**src/design/rau_pkg.sv**
```systemverilog
package rau_pkg;

  localparam int unsigned CMD_BITS     = 2;
  localparam int unsigned RES_NUM_BITS = 33;
  localparam int unsigned RES_DEN_BITS = 31;
  localparam int unsigned STATUS_BITS  = 2;

  typedef enum logic [CMD_BITS-1:0] {
    CMD_ADD = 2'd0,
    CMD_SUB = 2'd1,
    CMD_MUL = 2'd2,
    CMD_DIV = 2'd3
  } cmd_e;

  typedef enum logic [STATUS_BITS-1:0] {
    STATUS_OK       = 2'd0,
    STATUS_ZERO_DEN = 2'd1,
    STATUS_DIV_ZERO = 2'd2
  } status_e;

  // which cross product the shared multiplier forms
  typedef enum logic [1:0] {
    MUL_T1  = 2'd0,
    MUL_T2  = 2'd1,
    MUL_DEN = 2'd2
  } mul_sel_e;

  typedef struct packed {
    logic     capture;
    logic     mul_en;
    mul_sel_e mul_sel;
    logic     sum;
    logic     fix;
    logic     gcd_init;
    logic     gcd_step;
    logic     g_load;
    logic     div_start;
    logic     div_den;
    logic     q_load;
    logic     out_load;
  } ctl_t;

  typedef struct packed {
    status_e err;
    logic    gcd_done;
    logic    div_done;
  } sts_t;

endpackage

```
**src/design/rau_div.sv**
```systemverilog
module rau_div #(
  parameter int unsigned WIDTH = 33
) (
  input  logic             clk_i,
  input  logic             rst_ni,
  input  logic             start_i,
  input  logic [WIDTH-1:0] dividend_i,
  input  logic [WIDTH-1:0] divisor_i,
  output logic             done_o,
  output logic [WIDTH-1:0] quotient_o
);

  localparam int unsigned CW = $clog2(WIDTH + 1);

  logic             busy_q;
  logic [CW-1:0]    cnt_q;
  logic [WIDTH-1:0] rem_q, rem_d;
  logic [WIDTH-1:0] quo_q, quo_d;
  logic [WIDTH-1:0] dvs_q;
  logic [WIDTH:0]   shifted;
  logic [WIDTH+1:0] trial;
  logic             fits;

  // restoring division, one quotient bit per cycle
  assign shifted = {rem_q, quo_q[WIDTH-1]};
  assign trial   = {1'b0, shifted} - {2'b00, dvs_q};
  assign fits    = ~trial[WIDTH+1];
  assign rem_d   = fits ? trial[WIDTH-1:0] : shifted[WIDTH-1:0];
  assign quo_d   = {quo_q[WIDTH-2:0], fits};

  always_ff @(posedge clk_i or negedge rst_ni) begin
    if (!rst_ni) begin
      busy_q <= 1'b0;
      cnt_q  <= '0;
    end else if (start_i) begin
      busy_q <= 1'b1;
      cnt_q  <= CW'(WIDTH);
    end else if (busy_q) begin
      cnt_q  <= cnt_q - 1'b1;
      busy_q <= (cnt_q != CW'(1));
    end
  end

  always_ff @(posedge clk_i) begin
    if (start_i) begin
      rem_q <= '0;
      quo_q <= dividend_i;
      dvs_q <= divisor_i;
    end else if (busy_q) begin
      rem_q <= rem_d;
      quo_q <= quo_d;
    end
  end

  assign done_o     = ~busy_q;
  assign quotient_o = quo_q;

endmodule

```
**src/design/rau_dp.sv**
```systemverilog
module rau_dp #(
  parameter int unsigned OPERAND_BITS = 16
) (
  input  logic                               clk_i,
  input  logic                               rst_ni,
  input  rau_pkg::ctl_t                      ctl_i,
  input  logic [rau_pkg::CMD_BITS-1:0]       cmd_i,
  input  logic [OPERAND_BITS-1:0]            a_num_i,
  input  logic [OPERAND_BITS-1:0]            a_den_i,
  input  logic [OPERAND_BITS-1:0]            b_num_i,
  input  logic [OPERAND_BITS-1:0]            b_den_i,
  output rau_pkg::sts_t                      sts_o,
  output logic [rau_pkg::RES_NUM_BITS-1:0]   res_num_o,
  output logic [rau_pkg::RES_DEN_BITS-1:0]   res_den_o,
  output logic [rau_pkg::STATUS_BITS-1:0]    status_o
);

  localparam int unsigned OB = OPERAND_BITS;
  localparam int unsigned MW = 2 * OB;
  localparam int unsigned W  = MW + 1;
  localparam int unsigned KW = $clog2(W + 1);
  localparam int unsigned XN = (W > rau_pkg::RES_NUM_BITS) ? W : rau_pkg::RES_NUM_BITS;
  localparam int unsigned XD = (W > rau_pkg::RES_DEN_BITS) ? W : rau_pkg::RES_DEN_BITS;

  // operand magnitudes and signs
  logic [OB-1:0] an_m, ad_m, bn_m, bd_m;
  logic [OB-1:0] an_m_q, ad_m_q, bn_m_q, bd_m_q;
  logic          an_s_q, ad_s_q, bn_s_q, bd_s_q;
  rau_pkg::cmd_e    op_q;
  rau_pkg::status_e err_d, err_q;

  assign an_m = a_num_i[OB-1] ? (~a_num_i + 1'b1) : a_num_i;
  assign ad_m = a_den_i[OB-1] ? (~a_den_i + 1'b1) : a_den_i;
  assign bn_m = b_num_i[OB-1] ? (~b_num_i + 1'b1) : b_num_i;
  assign bd_m = b_den_i[OB-1] ? (~b_den_i + 1'b1) : b_den_i;

  always_comb begin
    if (a_den_i == '0 || b_den_i == '0) begin
      err_d = rau_pkg::STATUS_ZERO_DEN;
    end else if (rau_pkg::cmd_e'(cmd_i) == rau_pkg::CMD_DIV && b_num_i == '0) begin
      err_d = rau_pkg::STATUS_DIV_ZERO;
    end else begin
      err_d = rau_pkg::STATUS_OK;
    end
  end

  always_ff @(posedge clk_i) begin
    if (ctl_i.capture) begin
      op_q   <= rau_pkg::cmd_e'(cmd_i);
      err_q  <= err_d;
      an_m_q <= an_m;
      ad_m_q <= ad_m;
      bn_m_q <= bn_m;
      bd_m_q <= bd_m;
      an_s_q <= a_num_i[OB-1];
      ad_s_q <= a_den_i[OB-1];
      bn_s_q <= b_num_i[OB-1];
      bd_s_q <= b_den_i[OB-1];
    end
  end

  // shared multiplier
  logic [OB-1:0] mx, my;
  logic          sx, sy;
  logic [MW-1:0] prod;
  logic [MW-1:0] t1_q, t2_q, den_q;
  logic          t1_neg_q, t2_neg_q, den_neg_q;

  always_comb begin
    mx = an_m_q;
    sx = an_s_q;
    my = bd_m_q;
    sy = bd_s_q;
    case (ctl_i.mul_sel)
      rau_pkg::MUL_T1: begin
        if (op_q == rau_pkg::CMD_MUL) begin
          my = bn_m_q;
          sy = bn_s_q;
        end
      end
      rau_pkg::MUL_T2: begin
        mx = bn_m_q;
        sx = bn_s_q;
        my = ad_m_q;
        sy = ad_s_q;
      end
      rau_pkg::MUL_DEN: begin
        mx = ad_m_q;
        sx = ad_s_q;
        if (op_q == rau_pkg::CMD_DIV) begin
          my = bn_m_q;
          sy = bn_s_q;
        end
      end
      default: begin
        mx = an_m_q;
        sx = an_s_q;
      end
    endcase
  end

  assign prod = MW'(mx) * MW'(my);

  always_ff @(posedge clk_i) begin
    if (ctl_i.mul_en) begin
      case (ctl_i.mul_sel)
        rau_pkg::MUL_T1: begin
          t1_q     <= prod;
          t1_neg_q <= sx ^ sy;
        end
        rau_pkg::MUL_T2: begin
          t2_q     <= prod;
          t2_neg_q <= sx ^ sy;
        end
        rau_pkg::MUL_DEN: begin
          den_q     <= prod;
          den_neg_q <= sx ^ sy;
        end
        default: begin
          t1_q     <= prod;
          t1_neg_q <= sx ^ sy;
        end
      endcase
    end
  end

  // sign-magnitude add: one adder, then a fixup step that negates a negative difference
  logic         is_as, q_neg, mixed;
  logic [W:0]   t1x, t2x, addend, acc_d, acc_q, acc_neg;
  logic         mixed_q, q_neg_q;
  logic [W-1:0] num_mag_q;
  logic         num_neg_q;

  assign is_as  = (op_q == rau_pkg::CMD_ADD) || (op_q == rau_pkg::CMD_SUB);
  assign q_neg  = t2_neg_q ^ (op_q == rau_pkg::CMD_SUB);
  assign mixed  = is_as && (t1_neg_q != q_neg);
  assign t1x    = (W+1)'(t1_q);
  assign t2x    = (W+1)'(t2_q);
  assign addend = !is_as ? '0 : (mixed ? ~t2x : t2x);
  assign acc_d  = t1x + addend + (W+1)'(mixed);
  assign acc_neg = ~acc_q + 1'b1;

  always_ff @(posedge clk_i) begin
    if (ctl_i.sum) begin
      acc_q   <= acc_d;
      mixed_q <= mixed;
      q_neg_q <= q_neg;
    end
    if (ctl_i.fix) begin
      if (mixed_q && acc_q[W]) begin
        num_mag_q <= acc_neg[W-1:0];
        num_neg_q <= q_neg_q;
      end else begin
        num_mag_q <= acc_q[W-1:0];
        num_neg_q <= t1_neg_q;
      end
    end
  end

  // binary gcd, one shift, swap or subtract per cycle
  logic [W-1:0]  u_q, v_q, g_q;
  logic [KW-1:0] k_q;
  logic [W:0]    diff;

  assign diff = {1'b0, u_q} - {1'b0, v_q};

  always_ff @(posedge clk_i) begin
    if (ctl_i.gcd_init) begin
      u_q <= num_mag_q;
      v_q <= W'(den_q);
      k_q <= '0;
    end else if (ctl_i.gcd_step) begin
      if (!u_q[0] && !v_q[0]) begin
        u_q <= u_q >> 1;
        v_q <= v_q >> 1;
        k_q <= k_q + 1'b1;
      end else if (!u_q[0]) begin
        u_q <= u_q >> 1;
      end else if (!v_q[0]) begin
        v_q <= v_q >> 1;
      end else if (diff[W]) begin
        u_q <= v_q;
        v_q <= u_q;
      end else begin
        u_q <= diff[W-1:0] >> 1;
      end
    end
    if (ctl_i.g_load) begin
      g_q <= v_q << k_q;
    end
  end

  // exact divisions by the gcd
  logic [W-1:0] quotient;
  logic [W-1:0] nm_q, dm_q;
  logic         div_done;

  rau_div #(
    .WIDTH(W)
  ) u_div (
    .clk_i      (clk_i),
    .rst_ni     (rst_ni),
    .start_i    (ctl_i.div_start),
    .dividend_i (ctl_i.div_den ? W'(den_q) : num_mag_q),
    .divisor_i  (g_q),
    .done_o     (div_done),
    .quotient_o (quotient)
  );

  always_ff @(posedge clk_i) begin
    if (ctl_i.q_load) begin
      if (ctl_i.div_den) begin
        dm_q <= quotient;
      end else begin
        nm_q <= quotient;
      end
    end
  end

  // result register
  logic          res_neg;
  logic [XN-1:0] nm_x, num_val;
  logic [XD-1:0] dm_x;
  logic [rau_pkg::RES_NUM_BITS-1:0] res_num_q;
  logic [rau_pkg::RES_DEN_BITS-1:0] res_den_q;
  rau_pkg::status_e                 status_q;

  assign res_neg = (nm_q != '0) && (num_neg_q != den_neg_q);
  assign nm_x    = XN'(nm_q);
  assign num_val = res_neg ? (~nm_x + 1'b1) : nm_x;
  assign dm_x    = XD'(dm_q);

  always_ff @(posedge clk_i) begin
    if (ctl_i.out_load) begin
      status_q <= err_q;
      if (err_q != rau_pkg::STATUS_OK) begin
        res_num_q <= '0;
        res_den_q <= rau_pkg::RES_DEN_BITS'(1);
      end else begin
        res_num_q <= num_val[rau_pkg::RES_NUM_BITS-1:0];
        res_den_q <= dm_x[rau_pkg::RES_DEN_BITS-1:0];
      end
    end
  end

  assign sts_o.err      = err_q;
  assign sts_o.gcd_done = (u_q == '0);
  assign sts_o.div_done = div_done;

  assign res_num_o = res_num_q;
  assign res_den_o = res_den_q;
  assign status_o  = status_q;

endmodule

```
**src/design/rau_ctrl.sv**
```systemverilog
module rau_ctrl (
  input  logic          clk_i,
  input  logic          rst_ni,
  input  logic          in_valid_i,
  output logic          in_ready_o,
  output logic          out_valid_o,
  input  logic          out_ready_i,
  input  rau_pkg::sts_t sts_i,
  output rau_pkg::ctl_t ctl_o
);

  typedef enum logic [3:0] {
    S_IDLE,
    S_MUL_A,
    S_MUL_B,
    S_MUL_C,
    S_SUM,
    S_FIX,
    S_GINIT,
    S_GCD,
    S_GLOAD,
    S_DIVN,
    S_WAITN,
    S_DIVD,
    S_WAITD,
    S_FINISH
  } state_e;

  state_e state_q, state_d;
  logic   out_valid_q;

  always_comb begin
    state_d = state_q;
    ctl_o   = '0;
    ctl_o.mul_sel = rau_pkg::MUL_T1;
    case (state_q)
      S_IDLE: begin
        if (in_valid_i) begin
          ctl_o.capture = 1'b1;
          state_d       = S_MUL_A;
        end
      end
      S_MUL_A: begin
        ctl_o.mul_en  = 1'b1;
        ctl_o.mul_sel = rau_pkg::MUL_T1;
        // bad operands skip straight to the result
        state_d = (sts_i.err != rau_pkg::STATUS_OK) ? S_FINISH : S_MUL_B;
      end
      S_MUL_B: begin
        ctl_o.mul_en  = 1'b1;
        ctl_o.mul_sel = rau_pkg::MUL_T2;
        state_d       = S_MUL_C;
      end
      S_MUL_C: begin
        ctl_o.mul_en  = 1'b1;
        ctl_o.mul_sel = rau_pkg::MUL_DEN;
        state_d       = S_SUM;
      end
      S_SUM: begin
        ctl_o.sum = 1'b1;
        state_d   = S_FIX;
      end
      S_FIX: begin
        ctl_o.fix = 1'b1;
        state_d   = S_GINIT;
      end
      S_GINIT: begin
        ctl_o.gcd_init = 1'b1;
        state_d        = S_GCD;
      end
      S_GCD: begin
        if (sts_i.gcd_done) begin
          state_d = S_GLOAD;
        end else begin
          ctl_o.gcd_step = 1'b1;
        end
      end
      S_GLOAD: begin
        ctl_o.g_load = 1'b1;
        state_d      = S_DIVN;
      end
      S_DIVN: begin
        ctl_o.div_start = 1'b1;
        state_d         = S_WAITN;
      end
      S_WAITN: begin
        if (sts_i.div_done) begin
          ctl_o.q_load = 1'b1;
          state_d      = S_DIVD;
        end
      end
      S_DIVD: begin
        ctl_o.div_start = 1'b1;
        ctl_o.div_den   = 1'b1;
        state_d         = S_WAITD;
      end
      S_WAITD: begin
        ctl_o.div_den = 1'b1;
        if (sts_i.div_done) begin
          ctl_o.q_load = 1'b1;
          state_d      = S_FINISH;
        end
      end
      S_FINISH: begin
        // wait until the output register is free
        if (!out_valid_q || out_ready_i) begin
          ctl_o.out_load = 1'b1;
          state_d        = S_IDLE;
        end
      end
      default: begin
        state_d = S_IDLE;
      end
    endcase
  end

  always_ff @(posedge clk_i or negedge rst_ni) begin
    if (!rst_ni) begin
      state_q     <= S_IDLE;
      out_valid_q <= 1'b0;
    end else begin
      state_q <= state_d;
      if (ctl_o.out_load) begin
        out_valid_q <= 1'b1;
      end else if (out_ready_i) begin
        out_valid_q <= 1'b0;
      end
    end
  end

  assign in_ready_o  = (state_q == S_IDLE);
  assign out_valid_o = out_valid_q;

endmodule

```
**src/design/rational_arithmetic_unit.sv**
```systemverilog
// Rational arithmetic unit: add, subtract, multiply or divide two signed
// fractions and return the result reduced to lowest terms.
// Input channel in_valid_i/in_ready_o carries one beat: cmd_i and the two
// fractions a_num_i/a_den_i, b_num_i/b_den_i (OPERAND_BITS each, signed).
// Output channel out_valid_o/out_ready_i carries res_num_o (signed), a
// positive res_den_o and status_o (ok, zero denominator, divide by zero).
// One item is worked at a time. Three cross products come from one shared
// multiplier, the gcd is found by a binary gcd loop (one shift or subtract
// per cycle on W-bit magnitudes, W = 2*OPERAND_BITS+1), and both terms are
// divided by it in turn on one restoring divider. An error beat skips
// straight to the result. The result sits in an output register; the next
// beat is accepted while it waits, and a stalled receiver holds the unit
// only when the next result is ready to load. Reset clears the controller
// and drops out_valid_o.
module rational_arithmetic_unit #(
  parameter int unsigned OPERAND_BITS = 16
) (
  input  logic                                    clk_i,
  input  logic                                    rst_ni,
  input  logic                                    in_valid_i,
  output logic                                    in_ready_o,
  input  logic [rau_pkg::CMD_BITS-1:0]            cmd_i,
  input  logic signed [OPERAND_BITS-1:0]          a_num_i,
  input  logic signed [OPERAND_BITS-1:0]          a_den_i,
  input  logic signed [OPERAND_BITS-1:0]          b_num_i,
  input  logic signed [OPERAND_BITS-1:0]          b_den_i,
  output logic                                    out_valid_o,
  input  logic                                    out_ready_i,
  output logic signed [rau_pkg::RES_NUM_BITS-1:0] res_num_o,
  output logic [rau_pkg::RES_DEN_BITS-1:0]        res_den_o,
  output logic [rau_pkg::STATUS_BITS-1:0]         status_o
);

  rau_pkg::ctl_t ctl;
  rau_pkg::sts_t sts;

  rau_ctrl u_ctrl (
    .clk_i       (clk_i),
    .rst_ni      (rst_ni),
    .in_valid_i  (in_valid_i),
    .in_ready_o  (in_ready_o),
    .out_valid_o (out_valid_o),
    .out_ready_i (out_ready_i),
    .sts_i       (sts),
    .ctl_o       (ctl)
  );

  rau_dp #(
    .OPERAND_BITS(OPERAND_BITS)
  ) u_dp (
    .clk_i     (clk_i),
    .rst_ni    (rst_ni),
    .ctl_i     (ctl),
    .cmd_i     (cmd_i),
    .a_num_i   (a_num_i),
    .a_den_i   (a_den_i),
    .b_num_i   (b_num_i),
    .b_den_i   (b_den_i),
    .sts_o     (sts),
    .res_num_o (res_num_o),
    .res_den_o (res_den_o),
    .status_o  (status_o)
  );

endmodule
```
**config.mk**
```make
export PLATFORM = sky130hd
export DESIGN_NAME = rational_arithmetic_unit
export DESIGN_NICKNAME = d
export VERILOG_FILES = /design/src/design/rau_pkg.sv /design/src/design/rau_div.sv /design/src/design/rau_dp.sv /design/src/design/rau_ctrl.sv /design/src/design/rational_arithmetic_unit.sv
export SDC_FILE = /design/constraint.sdc
export NUM_CORES = 2
export LEC_CHECK = 0
export BUFFER_PORTS_ARGS = -buffer_cell sky130_fd_sc_hd__buf_4
export CAP_MARGIN = 40
export CORE_MARGIN = 1
export CORE_UTILIZATION = 36
export DETAILED_ROUTE_END_ITERATION = 7
export PLACE_DENSITY = 0.53
export REMOVE_ABC_BUFFERS = 1
export SLEW_MARGIN = 10
export SYNTH_ARGS = -nofsm -noshare
export SYNTH_HDL_FRONTEND = slang
export SYNTH_SLANG_ARGS = --single-unit
```
**constraint.sdc**
```tcl
create_clock -name clk_i -period 10.2 [get_ports clk_i]
set_input_delay 2.04 -clock clk_i [delete_from_list [all_inputs] [get_ports clk_i]]
set_output_delay 2.04 -clock clk_i [all_outputs]
set_load 0.05 [all_outputs]
```
======== Word-level counts from Yosys, hierarchy flattened ========
Cells that the tools add are included.
cells by class
  add/sub/neg operators ................... 12
  multipliers ............................. 1
  equal/unequal tests ..................... 30
  shift operators ......................... 1
  mux-type cells .......................... 62
  bitwise logic cells ..................... 12
  reduce and logical (&&, ||, !) cells .... 40
operator list
  cell                                                              count
  33-bit 2-to-1 mux                                                 16
  34-bit 2-to-1 mux                                                 2
  33-bit by 1-bit adder with 33-bit output (second input constant)  2
  33-bit NOT                                                        2
  16-bit by 1-bit adder with 16-bit output (second input constant)  4
  32-bit 2-to-1 mux                                                 2
  16-bit NOT                                                        4
  15-bit 2-to-1 mux                                                 4
  4-bit one-hot mux with 14 select lines                            1
  16-bit logical NOT                                                3
  16-bit one-hot mux with 3 select lines                            1
  34-bit by 33-bit subtractor with 35-bit output                    1
  32-bit by 34-bit adder with 34-bit output                         1
  34-bit by 1-bit adder with 34-bit output                          1
  32-bit NOT with 34-bit output                                     1
  33-bit by 33-bit subtractor with 34-bit output                    1
  33-bit logical NOT                                                1
  33-bit nonzero test                                               1
  33-bit by 6-bit << shifter with 33-bit output                     1
  16-bit by 16-bit multiplier with 32-bit output                    1
  16-bit 2-to-1 mux                                                 2
  16-bit one-hot mux with 2 select lines                            1
  4-bit equality test (second input constant)                       6
  4-bit 2-to-1 mux                                                  6
  32 further kinds                                                  93
word-level totals
  register bits ........................... 587
  input port bits ......................... 70
  output and inout bits ................... 68
  logic and storage cells ................. 202

======== Depth between registers and ports, before layout ========
  depth in word-level cells ............... 8
  mapped depth ............................ 35
  mapped depth without buffers ............ 32

======== By module ========
A second synthesis with hierarchy kept.
unflattened totals
  cell total of the unflattened synthesis .. 3964
  area total of the unflattened synthesis .. 40759.1 sq um
by module, submodules not included
  module    instances  cells each  area an instance (sq um)
  rau_dp    1          3272        34081.4
  rau_div   1          622         6158.4
  rau_ctrl  1          70          519.2

======== Worst setup path before layout ========
OpenSTA, ideal clock, no wires.
  path type ............................... flip-flop to flip-flop
  from .................................... reg u_ctrl.state_q[1]
  to ...................................... reg u_dp.den_q[29] (data pin)
  setup time .............................. 0.267 ns
  arrival time ............................ 8.160 ns
  data required time ...................... 9.933 ns
  slack ................................... 1.773 ns
  stages on the path, launching flop included .. 33
  path buffers ............................ 5
  clock period less this slack ............ 8.427 ns
  cells stage by stage .................... dfrtp_1 > clkbuf_1 > buf_1 > nand3_1 > inv_1 > ha_1 > clkbuf_1 > mux2i_1 > nor2b_1 > clkbuf_1 > clkbuf_1 > a22oi_1 > o21ai_1 > nand2_1 > fa_1 > fa_1 > fa_1 > inv_1 > fa_1 > fa_1 > inv_1 > fa_1 > inv_1 > ha_1 > nand3_1 > nor3_1 > a211oi_2 > a311oi_1 > a221o_1 > a2111oi_2 > o21bai_1 > a21oi_1 > xnor2_1
between the ends
  cells in the longest elaborated chain, start to end .. 5
  elaborated cells on any way between the ends .. 10
  those cells by class .................... mul (1); eq/ne (5); mux (3); reduce/logical (1)
ends and longest elaborated chain
  what                                                                                                                     line             source
  from (decl)                                                                                                              rau_ctrl.sv:29   state_e state_q, state_d;
  from (signal assigned)                                                                                                   rau_ctrl.sv:122  state_q <= state_d;
  4-bit by 2-bit equality test with 1-bit output / 4-bit by 1-bit equality test with 1-bit output (equally long branches)  rau_ctrl.sv:36   case (state_q)
  3-bit one-hot mux with 3 select lines *                                                                                  rau_ctrl.sv:36
  2-bit equality test (tied with other cells)                                                                              rau_dp.sv:74     case (ctl_i.mul_sel)
  16-bit one-hot mux with 3 select lines / 16-bit one-hot mux with 2 select lines (equally long branches)                  rau_dp.sv:74
  16-bit by 16-bit multiplier with 32-bit output *                                                                         rau_dp.sv:102    assign prod = MW'(mx) * MW'(my);
  via u_dp.prod[29]                                                                                                        rau_dp.sv:65     logic [MW-1:0] prod;
  to (signal assigned)                                                                                                     rau_dp.sv:116    den_q <= prod;
  to (decl)                                                                                                                rau_dp.sv:66     logic [MW-1:0] t1_q, t2_q, den_q;
Mark *: on every way through the listed nets, which the timed path passes. The rest lies on a longest branch.
A chain may end at the register's enable or synchronous reset.

======== Final worst setup path ========
  from .................................... reg u_ctrl.state_q[2]
  to ...................................... reg u_dp.t2_q[29] (data pin)
between the ends
  cells in the longest elaborated chain, start to end .. 5
  elaborated cells on any way between the ends .. 10
  those cells by class .................... mul (1); eq/ne (5); mux (3); reduce/logical (1)
ends and longest elaborated chain
  what                                                                                                                     line            source
  4-bit by 2-bit equality test with 1-bit output / 4-bit by 1-bit equality test with 1-bit output (equally long branches)  rau_ctrl.sv:36
  3-bit one-hot mux with 3 select lines *                                                                                  rau_ctrl.sv:36
  2-bit equality test (tied with other cells)                                                                              rau_dp.sv:74
  16-bit one-hot mux with 3 select lines / 16-bit one-hot mux with 2 select lines (equally long branches)                  rau_dp.sv:74
  16-bit by 16-bit multiplier with 32-bit output *                                                                         rau_dp.sv:102
  via u_dp.prod[29]                                                                                                        rau_dp.sv:65
  to (signal assigned)                                                                                                     rau_dp.sv:112   t2_q <= prod;
  to (decl)                                                                                                                rau_dp.sv:66
Marks and branches as above.

==> impl_metrics.yaml <==
outcome:
  status: "completed"
global_routing:
  gr-usage-met2_pct: 31.57
  grt_max_degree: 75
  grt_overflow: 0
  busiest_layer: "met2"
  grtUsageMet1_pct: 25.83
  grt_usage_pct: 19.17
  grtUsageMet3_pct: 2.622
  antenna_found_initial: 3
  grt_pass1_wl_um: 172600
  grt_pass1_vias: 29580
cells_and_area:
  fillers: 10790
  nNetsFinal: 4590
  fin_util_pct: 41.24
  layout_common_cells: "edfxtp_1, nand2_1, nor2_1"
  final_common_cell: "edfxtp_1"
  drive_gt1_share_pct: 9.983
  syn_to_final_growth_pct: 12.81
route:
  drtAntennaViolNets: 0
  drt_iter0_markers: 2084
  vias: 29350
  via_per_inst: 5.198
  dr.pass1.iters: 5
  drc: 0
  routed_wl_um: 109300
  wl_per_cell_um: 19.35
critical_path:
  critPathKind: "reg2reg"
  slowest_delay_ns: 0.62
  cp_top_family: "adder cells"
  cp-start-kind: "flip-flop"
  critPathRequiredTime_ns: 10.62
  cp_slowest_cell: "a311oi_1"
  arrival_ns: 9.50
  cp_max_fo: 19
  worst_setup_path_end_kind: "flip-flop"
  worstPathBufferInverterCount: 8
timing:
  rsz0062_at_grt: "no"
  drv_slew: 0
  period_share_pct: 88.97
  max_freq_mhz: 110.2
  fin_crit_ns: 9.075
  setup_viol: 0
  max_slew.worst_pin.slew_ns: 0.8993
  skew_ns: 0.02526
  setup_tns_ns: 0
  hold_violations: 0
  slew_headroom_pct: 40.05
synth:
  ys_types: 109
  yosysTopAreaCellShare_pct: 39.49
  postSynthCellCount: 3989
  synth_seq_area_share_pct: 42.20
  yosysWarnings: 0
  synth_edf_count: 535
  ys_seq_elements: 587
  netlist_area_um2: 40680
  synthTopCellsByArea: "edfxtp_1, fa_1, ha_1, nand2_1, nor2_1"
  syn-mean-instance-area_um2: 10.20
  ys.flop_type: "edfxtp_1"
  async_flop_share_pct: 2.044
  synth_largest_area_cell: "edfxtp_1"
clock_tree:
  cts_buffer_depth: 3
  postCtsSetupBuffers: 0
  cts_tree: "done"
  cts.hold.buffers_added: 0
  root_buffer: "clkbuf_16"
  cts_made_buffers: 70
  clkLatencyLatePin_ns: 0.65
  h-tree-depth: 3
  clock-sinks: 587
  clkTransAtPathRegs_ns: 0.06
  post_cts_resized: 0
floorplan:
  ios: 138
  rows: 122
  die_w_um: 338.1
  dieArea_um2: 114300
  start_util_pct: 36.55
  core_um2: 111300
  dieHeight_um: 338.1
placement:
  globalplace.congestion: 0.8881
  dp_hpwl_um: 83940
  io_buffers: 137
hold_path:
  hp-class: "reg2reg"
flow_run:
  drv_cap: 0
-- flip-flops by register name (all words and copies together) (netlist names), 16 cells and up --
| name | count |
|---|---|
| u_dp.acc_q | 34 |
| u_dp.ad_m_q | 16 |
| u_dp.an_m_q | 16 |
| u_dp.bd_m_q | 16 |
| u_dp.bn_m_q | 16 |
| u_dp.den_q | 32 |
| u_dp.dm_q | 31 |
| u_dp.g_q | 33 |
| u_dp.nm_q | 33 |
| u_dp.num_mag_q | 33 |
| u_dp.res_den_o | 31 |
| u_dp.res_num_o | 33 |
| u_dp.t1_q | 32 |
| u_dp.t2_q | 32 |
| u_dp.u_div.dvs_q | 33 |
| u_dp.u_div.quotient_o | 33 |
| u_dp.u_div.rem_q | 33 |
| u_dp.u_q | 33 |
| u_dp.v_q | 33 |
-- layer usage --
metal  share of wire, %  wire [µm]
met1                 46      50180
met5                  0          0
met3                4.6       5063
met2                 46      50730
met4                3.0       3283
-- cell usage after synthesis, types with 7 or more instances --
library cell and n:
a211o_1 8, a211oi_1 25, a21o_1 88, a21oi_1 233
a221oi_1 8, a22oi_1 34, a311oi_1 9, a311oi_2 9
a31oi_1 34, and2_1 52, and3_1 15, buf_1 18
buf_2 12, clkbuf_1 138, dfrtp_1 12, dfxtp_1 40
edfxtp_1 535, fa_1 198, ha_1 217, inv_1 361
mux2_2 14, mux2i_1 94, mux4_2 15, nand2_1 416
nand2b_1 31, nand3_1 66, nand4_1 16, nor2_1 405
nor2b_1 26, nor3_1 46, nor3b_1 8, nor4_1 22
o211ai_1 19, o21a_1 35, o21ai_0 205, o21ai_1 37
o21bai_1 25, o22a_1 13, o31ai_1 28, o41ai_1 13
or2_2 7, or3_1 40, xnor2_1 160, xor2_1 84
-- kinds of logic after synthesis --
group	after synthesis	share of synthesized area [%]
AND/OR/NAND/NOR	1181	12.99
AO/OA/AOI/OAI	903	14.57
flip-flops	587	42.20
buffers and inverters	536	5.038
adder cells (fa/ha/maj)	415	16.42
XOR/XNOR	244	5.254
multiplexers	123	3.531
-- final timing paths --
| path | startpoint | endpoint | slack, ns | cells past startpoint |
|---|---|---|---|---|
| max in group asynchronous | rst_ni | u_dp.u_div.busy_q | 8.74 | 1 |
| min in group asynchronous | rst_ni | u_dp.u_div.cnt_q[3] | 1.26 | 1 |
| worst max register to register | u_ctrl.state_q[2] | u_dp.t2_q[29] | 1.13 | 32 |
| worst min register to register | u_dp.g_q[3] | u_dp.u_div.dvs_q[3] | 0.42 | 0 |
| worst max-delay path | u_ctrl.state_q[2] | u_dp.t2_q[29] | 1.13 | 32 |
| worst min-delay path | u_dp.g_q[3] | u_dp.u_div.dvs_q[3] | 0.42 | 0 |
-- layout make-up --
| class | count | area [µm²] | area share [%] |
|---|---|---|---|
| multi-input combinational | 2866 | 21540 | 46.93 |
| inverter | 364 | 1366 | 2.977 |
| clock buffer | 83 | 1843 | 4.016 |
| timing repair buffer | 216 | 1694 | 3.692 |
| sequential | 587 | 17170 | 37.41 |
| tap | 1488 | 1862 | 4.057 |
| clock inverter | 41 | 416.7 | 0.9080 |
| antenna | 1 | 2.502 | 0.005453 |
-- worst reg2reg max path: cells and delay by family, from the launching register on --
family / cells / cell delay [ns]
adders and majority gates: 8 / 3.66
AOI/OAI and AO/OA: 8 / 2.08
and+or+nand+nor: 6 / 1.22
buffers and inverters: 8 / 0.95
DFF: 1 / 0.56
xor gates and xnor gates: 1 / 0.28
muxes: 1 / 0.11
-- metrics by stage --
stage | setup WS [ns] | cells | hold slack (ns) | area [µm²]
finish | 1.125 | 5646 | 0.4188 | 45890
floorplan | 1.528 | 3817 | 0.4003 | 39990
CTS | 1.092 | 5644 | 0.4175 | 45860
global route | 0.4776 | 5645 | 0.4262 | 45890
detailed placement | 1.154 | 5520 | 0.4045 | 43600
global placement | 1.300 | 5512 | 0.4021 | 43490
Power is not shown: default switching activity piles up to over one toggle a cycle in this logic, so the estimate is an artifact.
